--- src/hw/rtl/fmv_pkg.sv ---
// Shared constants, step codes and controller/datapath interface types of the FM voice mixer.
package fmv_pkg;

  localparam int VOICE_COUNT     = 16;
  localparam int SINE_TABLE_BITS = 10;
  localparam int PHASE_BITS      = 32;

  localparam int VIDX_W = (VOICE_COUNT > 1) ? $clog2(VOICE_COUNT) : 1;
  localparam int QBITS  = SINE_TABLE_BITS - 2;
  localparam int SUM_W  = 18 + $clog2(VOICE_COUNT);
  localparam int OP_W   = SUM_W + 16;
  localparam int MS_W   = PHASE_BITS + 16;

  localparam logic [16:0] ENV_ONE   = 17'd65536;
  localparam logic [16:0] ENV_STOP  = 17'd132;
  localparam logic [16:0] SIN_A1    = 17'd102944;
  localparam logic [16:0] SIN_B3    = 17'd42166;
  localparam logic [16:0] SIN_A5    = 17'd4758;
  localparam logic [29:0] INV_TWO_PI_Q32 = 30'd683565276;
  localparam logic [17:0] RECIP_127 = 18'd132104;
  localparam logic [14:0] OUT_GAIN  = 15'd22938;

  localparam logic [1:0] CFG_MOD_INDEX   = 2'd0;
  localparam logic [1:0] CFG_MOD_RATIO   = 2'd1;
  localparam logic [1:0] CFG_ATTACK_COEF = 2'd2;
  localparam logic [1:0] CFG_DECAY_COEF  = 2'd3;

  typedef enum logic [4:0] {
    DP_NONE, DP_ENV, DP_MSTEP, DP_SIN_MOD, DP_SIN_CAR, DP_SIN_SQ, DP_SIN_IN,
    DP_SIN_MID, DP_SIN_FIN, DP_OFF1, DP_OFF2, DP_OFF3, DP_TRM1, DP_TRM2,
    DP_TRM3, DP_TRM4, DP_OUT1, DP_OUT2
  } dp_step_t;

  typedef struct packed {
    dp_step_t          step;
    logic [VIDX_W-1:0] vidx;
    logic              wr_en;
    logic              cfg_en;
    logic              clr_sum;
  } dp_cmd_t;

  typedef struct packed {
    logic voice_active;
    logic voice_stop;
  } dp_stat_t;

endpackage

--- src/hw/rtl/fmv_ctrl.sv ---
// Sequencer of the FM voice mixer: walks the voices and issues datapath steps.
module fmv_ctrl import fmv_pkg::*; (
  input  logic     clk,
  input  logic     rst_n,
  input  logic     in_valid,
  input  logic     in_command,
  output logic     in_ready,
  input  logic     cfg_valid,
  output logic     cfg_ready,
  output logic     out_valid,
  input  logic     out_ready,
  input  dp_stat_t stat,
  output dp_cmd_t  cmd
);

  typedef enum logic [4:0] {
    S_IDLE, S_CHECK, S_ENV, S_MSTEP,
    S_M_U, S_M_SQ, S_M_IN, S_M_MID, S_M_FIN,
    S_OFF1, S_OFF2, S_OFF3,
    S_C_U, S_C_SQ, S_C_IN, S_C_MID, S_C_FIN,
    S_TRM1, S_TRM2, S_TRM3, S_TRM4,
    S_OUT1, S_OUT2
  } state_t;

  state_t            state_r, state_nxt;
  logic [VIDX_W-1:0] vidx_r, vidx_nxt;
  logic              out_valid_r, out_valid_nxt;
  logic              last_voice;
  logic              load_out;
  dp_step_t          step;

  assign in_ready   = (state_r == S_IDLE);
  assign cfg_ready  = (state_r == S_IDLE);
  assign out_valid  = out_valid_r;
  assign last_voice = (vidx_r == VIDX_W'(VOICE_COUNT - 1));
  assign load_out   = (state_r == S_OUT2) && (!out_valid_r || out_ready);

  assign cmd.step    = step;
  assign cmd.vidx    = vidx_r;
  assign cmd.wr_en   = in_valid && in_ready && in_command;
  assign cmd.cfg_en  = cfg_valid && cfg_ready;
  assign cmd.clr_sum = in_valid && in_ready && !in_command;

  always_comb begin
    case (state_r)
      S_ENV:                  step = DP_ENV;
      S_MSTEP:                step = DP_MSTEP;
      S_M_U:                  step = DP_SIN_MOD;
      S_C_U:                  step = DP_SIN_CAR;
      S_M_SQ, S_C_SQ:         step = DP_SIN_SQ;
      S_M_IN, S_C_IN:         step = DP_SIN_IN;
      S_M_MID, S_C_MID:       step = DP_SIN_MID;
      S_M_FIN, S_C_FIN:       step = DP_SIN_FIN;
      S_OFF1:                 step = DP_OFF1;
      S_OFF2:                 step = DP_OFF2;
      S_OFF3:                 step = DP_OFF3;
      S_TRM1:                 step = DP_TRM1;
      S_TRM2:                 step = DP_TRM2;
      S_TRM3:                 step = DP_TRM3;
      S_TRM4:                 step = DP_TRM4;
      S_OUT1:                 step = DP_OUT1;
      S_OUT2:                 step = load_out ? DP_OUT2 : DP_NONE;
      default:                step = DP_NONE;
    endcase
  end

  always_comb begin
    state_nxt     = state_r;
    vidx_nxt      = vidx_r;
    out_valid_nxt = out_valid_r;
    if (out_valid_r && out_ready) begin
      out_valid_nxt = 1'b0;
    end
    case (state_r)
      S_IDLE: begin
        if (cmd.clr_sum) begin
          vidx_nxt  = '0;
          state_nxt = S_CHECK;
        end
      end
      S_CHECK: begin
        if (stat.voice_active) begin
          state_nxt = S_ENV;
        end else if (last_voice) begin
          state_nxt = S_OUT1;
        end else begin
          vidx_nxt = vidx_r + 1'b1;
        end
      end
      S_ENV: begin
        if (!stat.voice_stop) begin
          state_nxt = S_MSTEP;
        end else if (last_voice) begin
          state_nxt = S_OUT1;
        end else begin
          vidx_nxt  = vidx_r + 1'b1;
          state_nxt = S_CHECK;
        end
      end
      S_MSTEP: state_nxt = S_M_U;
      S_M_U:   state_nxt = S_M_SQ;
      S_M_SQ:  state_nxt = S_M_IN;
      S_M_IN:  state_nxt = S_M_MID;
      S_M_MID: state_nxt = S_M_FIN;
      S_M_FIN: state_nxt = S_OFF1;
      S_OFF1:  state_nxt = S_OFF2;
      S_OFF2:  state_nxt = S_OFF3;
      S_OFF3:  state_nxt = S_C_U;
      S_C_U:   state_nxt = S_C_SQ;
      S_C_SQ:  state_nxt = S_C_IN;
      S_C_IN:  state_nxt = S_C_MID;
      S_C_MID: state_nxt = S_C_FIN;
      S_C_FIN: state_nxt = S_TRM1;
      S_TRM1:  state_nxt = S_TRM2;
      S_TRM2:  state_nxt = S_TRM3;
      S_TRM3:  state_nxt = S_TRM4;
      S_TRM4: begin
        if (last_voice) begin
          state_nxt = S_OUT1;
        end else begin
          vidx_nxt  = vidx_r + 1'b1;
          state_nxt = S_CHECK;
        end
      end
      S_OUT1:  state_nxt = S_OUT2;
      S_OUT2: begin
        if (load_out) begin
          out_valid_nxt = 1'b1;
          state_nxt     = S_IDLE;
        end
      end
      default: state_nxt = S_IDLE;
    endcase
  end

  always_ff @(posedge clk) begin
    if (!rst_n) begin
      state_r     <= S_IDLE;
      vidx_r      <= '0;
      out_valid_r <= 1'b0;
    end else begin
      state_r     <= state_nxt;
      vidx_r      <= vidx_nxt;
      out_valid_r <= out_valid_nxt;
    end
  end

endmodule

--- config.mk ---
export PLATFORM = sky130hd
export DESIGN_NAME = fmv_ctrl
export DESIGN_NICKNAME = d
export VERILOG_FILES = /design/src/hw/rtl/fmv_pkg.sv /design/src/hw/rtl/fmv_ctrl.sv
export SDC_FILE = /design/constraint.sdc
export NUM_CORES = 1
export LEC_CHECK = 0
export ABC_AREA = 1
export BUFFER_PORTS_ARGS = -buffer_cell sky130_fd_sc_hd__buf_4
export CAP_MARGIN = 20
export CORE_MARGIN = 4
export CORE_UTILIZATION = 32
export DETAILED_ROUTE_END_ITERATION = 10
export PLACE_DENSITY = 0.54
export SYNTH_ARGS = -nofsm -noshare
export SYNTH_HDL_FRONTEND = slang
export SYNTH_SLANG_ARGS = --single-unit
--- constraint.sdc ---
create_clock -name clk -period 1.5 [get_ports clk]
set_input_delay 0.3 -clock clk [delete_from_list [all_inputs] [get_ports clk]]
set_output_delay 0.3 -clock clk [all_outputs]
set_load 0.03 [all_outputs]
==> results.toml <==
[power_and_ir_drop]
peakVddDrop_mv = 0.8258
combPwrFrac_pct = 77.1
power_frac_seq_pct = 14.3
clkPwrFrac_pct = 8.6
p_per_area_mw_per_mm2 = 1378
switching_share_pct = 50.00
power.internal_uw = 1397
p_switching_uw = 1397
leakage_uw = 0.001010
total_power_uw = 2794

[final_layout]
fill_cells = 255
final_cells = 288
n_antenna_cell = 0
layout_commonest_cell = "buf_4"
area_delta_synth_final_pct = 98.65
fin_nets = 254
final_cell_mix = "buf_4 (49), buf_6 (22), inv_1 (20), nand2_1 (19), nor2_4 (16)"
drive_gt1_share_pct = 66.80

[clocking]
ctsHtreeMaxLevel = 1
cts_tree = "done"
cts_made_buffers = 3
clock_latency_ns = 0.26
path_clk_slew_ns = 0.07
clockRootBuffer = "clkbuf_4"
cts_buffer_depth = 2
cts_hold_buf = 0
clkSinkCount = 10

[placement]
gp_congestion = 0.9090
place.port_buffers = 22
dp.cells = 266
dpl.hpwl_um = 2750
pre_cts_slack_ns = -0.07889

[setup_path]
cp-start-kind = "flip-flop"
reg2reg_to = "vidx_r[0]$_SDFFE_PN0P_"
end_kind = "output port"
path_class = "reg -> out"
worstPathBufferInverterCount = 3
worst_r2r_path_depth = 11
crit_fanout = 5
r2r_start = "state_r[2]$_SDFFE_PN0P_"
worstPathArrival_ns = 1.50
crit_family = "simple AND/OR/NAND/NOR gates"
crit_chain = "inv_4 > nor2_4 > nand3_2 > inv_2 > a21oi_2 > nand4_1 > buf_6"
critPathSlowestCell = "dfxtp_4"
slowest_delay_ns = 0.40
required_ns = 1.20
rrSetupSlack_ns = -0.15

[sta]
setup_viol = 18
period_share_pct = 119.7
fin_crit_ns = 1.796
hold_viol = 0
finalMaxSlewViolations = 0
relSlewSlack_pct = 77.34
fmax_mhz = 556.9
rsz0062_at_grt = "true"
layout_setup_ws_ns = -0.2957
skew_ns = 0.001155
tightest_slew_ns = 0.3364

[synth]
ys_warn_count = 0
synth.distinct_cells = 27
synth_top_area_share_pct = 19.61
ys_ff_latch = 10
avgSynthCellArea_um2 = 5.936
yosysSeqAreaShare_pct = 19.61
synth_top_area_cell = "dfxtp_1"
netlist_area_mm2 = 0.001021
synth_nets = 181
yosys-top-cells-area = "dfxtp_1 (20%), nand2_1 (11%), nor2_1 (9.9%)"
synth_cells = 172

[route]
drt_wl_total_um = 4362
drtIter0Drc = 115
ant_nets = 0
wl_per_cell_um = 15.15
via_per_inst = 5.118
dr.pass1.iters = 4
post-route-drc-count = 0
num_vias = 1474

[global_route]
grt_pass1_vias = 1420
grt_overflow = 0
antenna_found_initial = 0
grt_usage_pct = 19.36
grt_max_degree = 8
grt_pass1_wl_um = 6465

[floorplan]
ioPinCount = 23
dieArea_mm2 = 0.004158
die_width_um = 64.49
core-area_mm2 = 0.003053
fp-row-count = 20
die_h_um = 64.49
initial_core_util_pct = 33.44

[min_path]
holdPathEnd = "state_r[1]$_SDFFE_PN0P_"
min-delay-start = "rst_n"
hold_path_depth = 3
min_path_type = "in -> reg"

[status]
status = "finished with violations"
violations = "setup timing"

[job]
drv_cap = 0
flip-flops by register name (all words and copies together) (netlist names):
name       cells
vidx_r         4
out_valid      1
state_r        5
repair_timing:
item                       CTS  global route
pin swaps                   13            19
setup endpoints to repair   13            19
resized for setup           50            51
setup buffers               11             8
routing by layer:
metal	part of all wire, %	GRT usage (%)	vias to the layer above
met1	42	23.92	709
met4	2.4	7.916	0
met3	4.8	1.733	16
met5	0	0	-
li1	-	-	704
met2	51	34.28	45
Yosys cell counts, drive strengths merged:
cell,number
nor2,35
nand2,33
inv,31
nand3,20
a21oi,13
dfxtp,10
o21ai,9
nand4,5
nor3,4
buf,3
o2111ai,2
or2,2
a31oi,1
a41oi,1
clkinv,1
ha,1
o221ai,1
per-stage QoR:
| step | utilization (%) | setup TNS, ns | hold WS, ns | area, um^2 |
|---|---|---|---|---|
| 6_report | 66.43 | -3.219 | 0.2904 | 2028 |
| 5_1_grt | 66.43 | -4.670 | 0.2940 | 2028 |
| 4_1_cts | 58.32 | -2.154 | 0.2901 | 1780 |
| 3_5_place_dp | 49.26 | -0.1889 | 0.5628 | 1504 |
| 3_3_place_gp | 49.26 | -0.2288 | 0.5649 | 1504 |
| 2_1_floorplan | - | -0.4614 | 0.4043 | 1074 |
layout make-up:
class                           instances  area (um^2)  share of cell area [%]
Clock buffer                            4        36.28                   1.789
Tap cell                               44        55.05                   2.714
Sequential cell                        10        219.0                   10.80
Timing Repair Buffer                   71        615.6                   30.35
Multi-Input combinational cell        127        972.2                   47.93
Inverter                               32        130.1                   6.416
worst max-delay path by stage:
stage,startpoint,end,cells past startpoint
after detailed placement,state_r[4]$_SDFFE_PN0P_,cmd[7],6
final,state_r[2]$_SDFFE_PN0P_,cmd[9],7
after global placement,state_r[0]$_SDFFE_PN0P_,cmd[7],6
after CTS,state_r[4]$_SDFFE_PN0P_,cmd[7],8
after floorplan,state_r[0]$_SDFFE_PN0P_,cmd[0],3
after global routing,state_r[3]$_SDFFE_PN0P_,cmd[7],7
cells by family (layout without fill, tap and decap cells):
group / after synthesis / count (layout) / share of synthesized area [%]
and+or+nand+nor: 99 / 99 / 49.63
buffers and inverters: 35 / 107 / 13.97
AOI/OAI and AO/OA: 27 / 27 / 15.56
DFF: 10 / 10 / 19.61
adders and majority gates: 1 / 1 / 1.225
worst register-to-register path, stage by stage, from the launching register on:
cell     delay, ns
dfxtp_4       0.40
inv_4         0.05
nor2_4        0.20
nand3_2       0.15
buf_4         0.16
buf_4         0.14
nand3_4       0.06
nand2_2       0.08
nand3_4       0.15
nand2_1       0.07
nand2_1       0.05
nor2_1        0.04
power groups by stage:
stage	Sequential (uW)	Combinational, uW	Clock (uW)
6_report	400	2150	240
4_1_cts	388	1770	249
3_3_place_gp	387	1570	0
3_5_place_dp	389	1570	0
5_1_grt	407	2320	268
2_1_floorplan	436	977	0
Power figures use the tool's default switching activity.
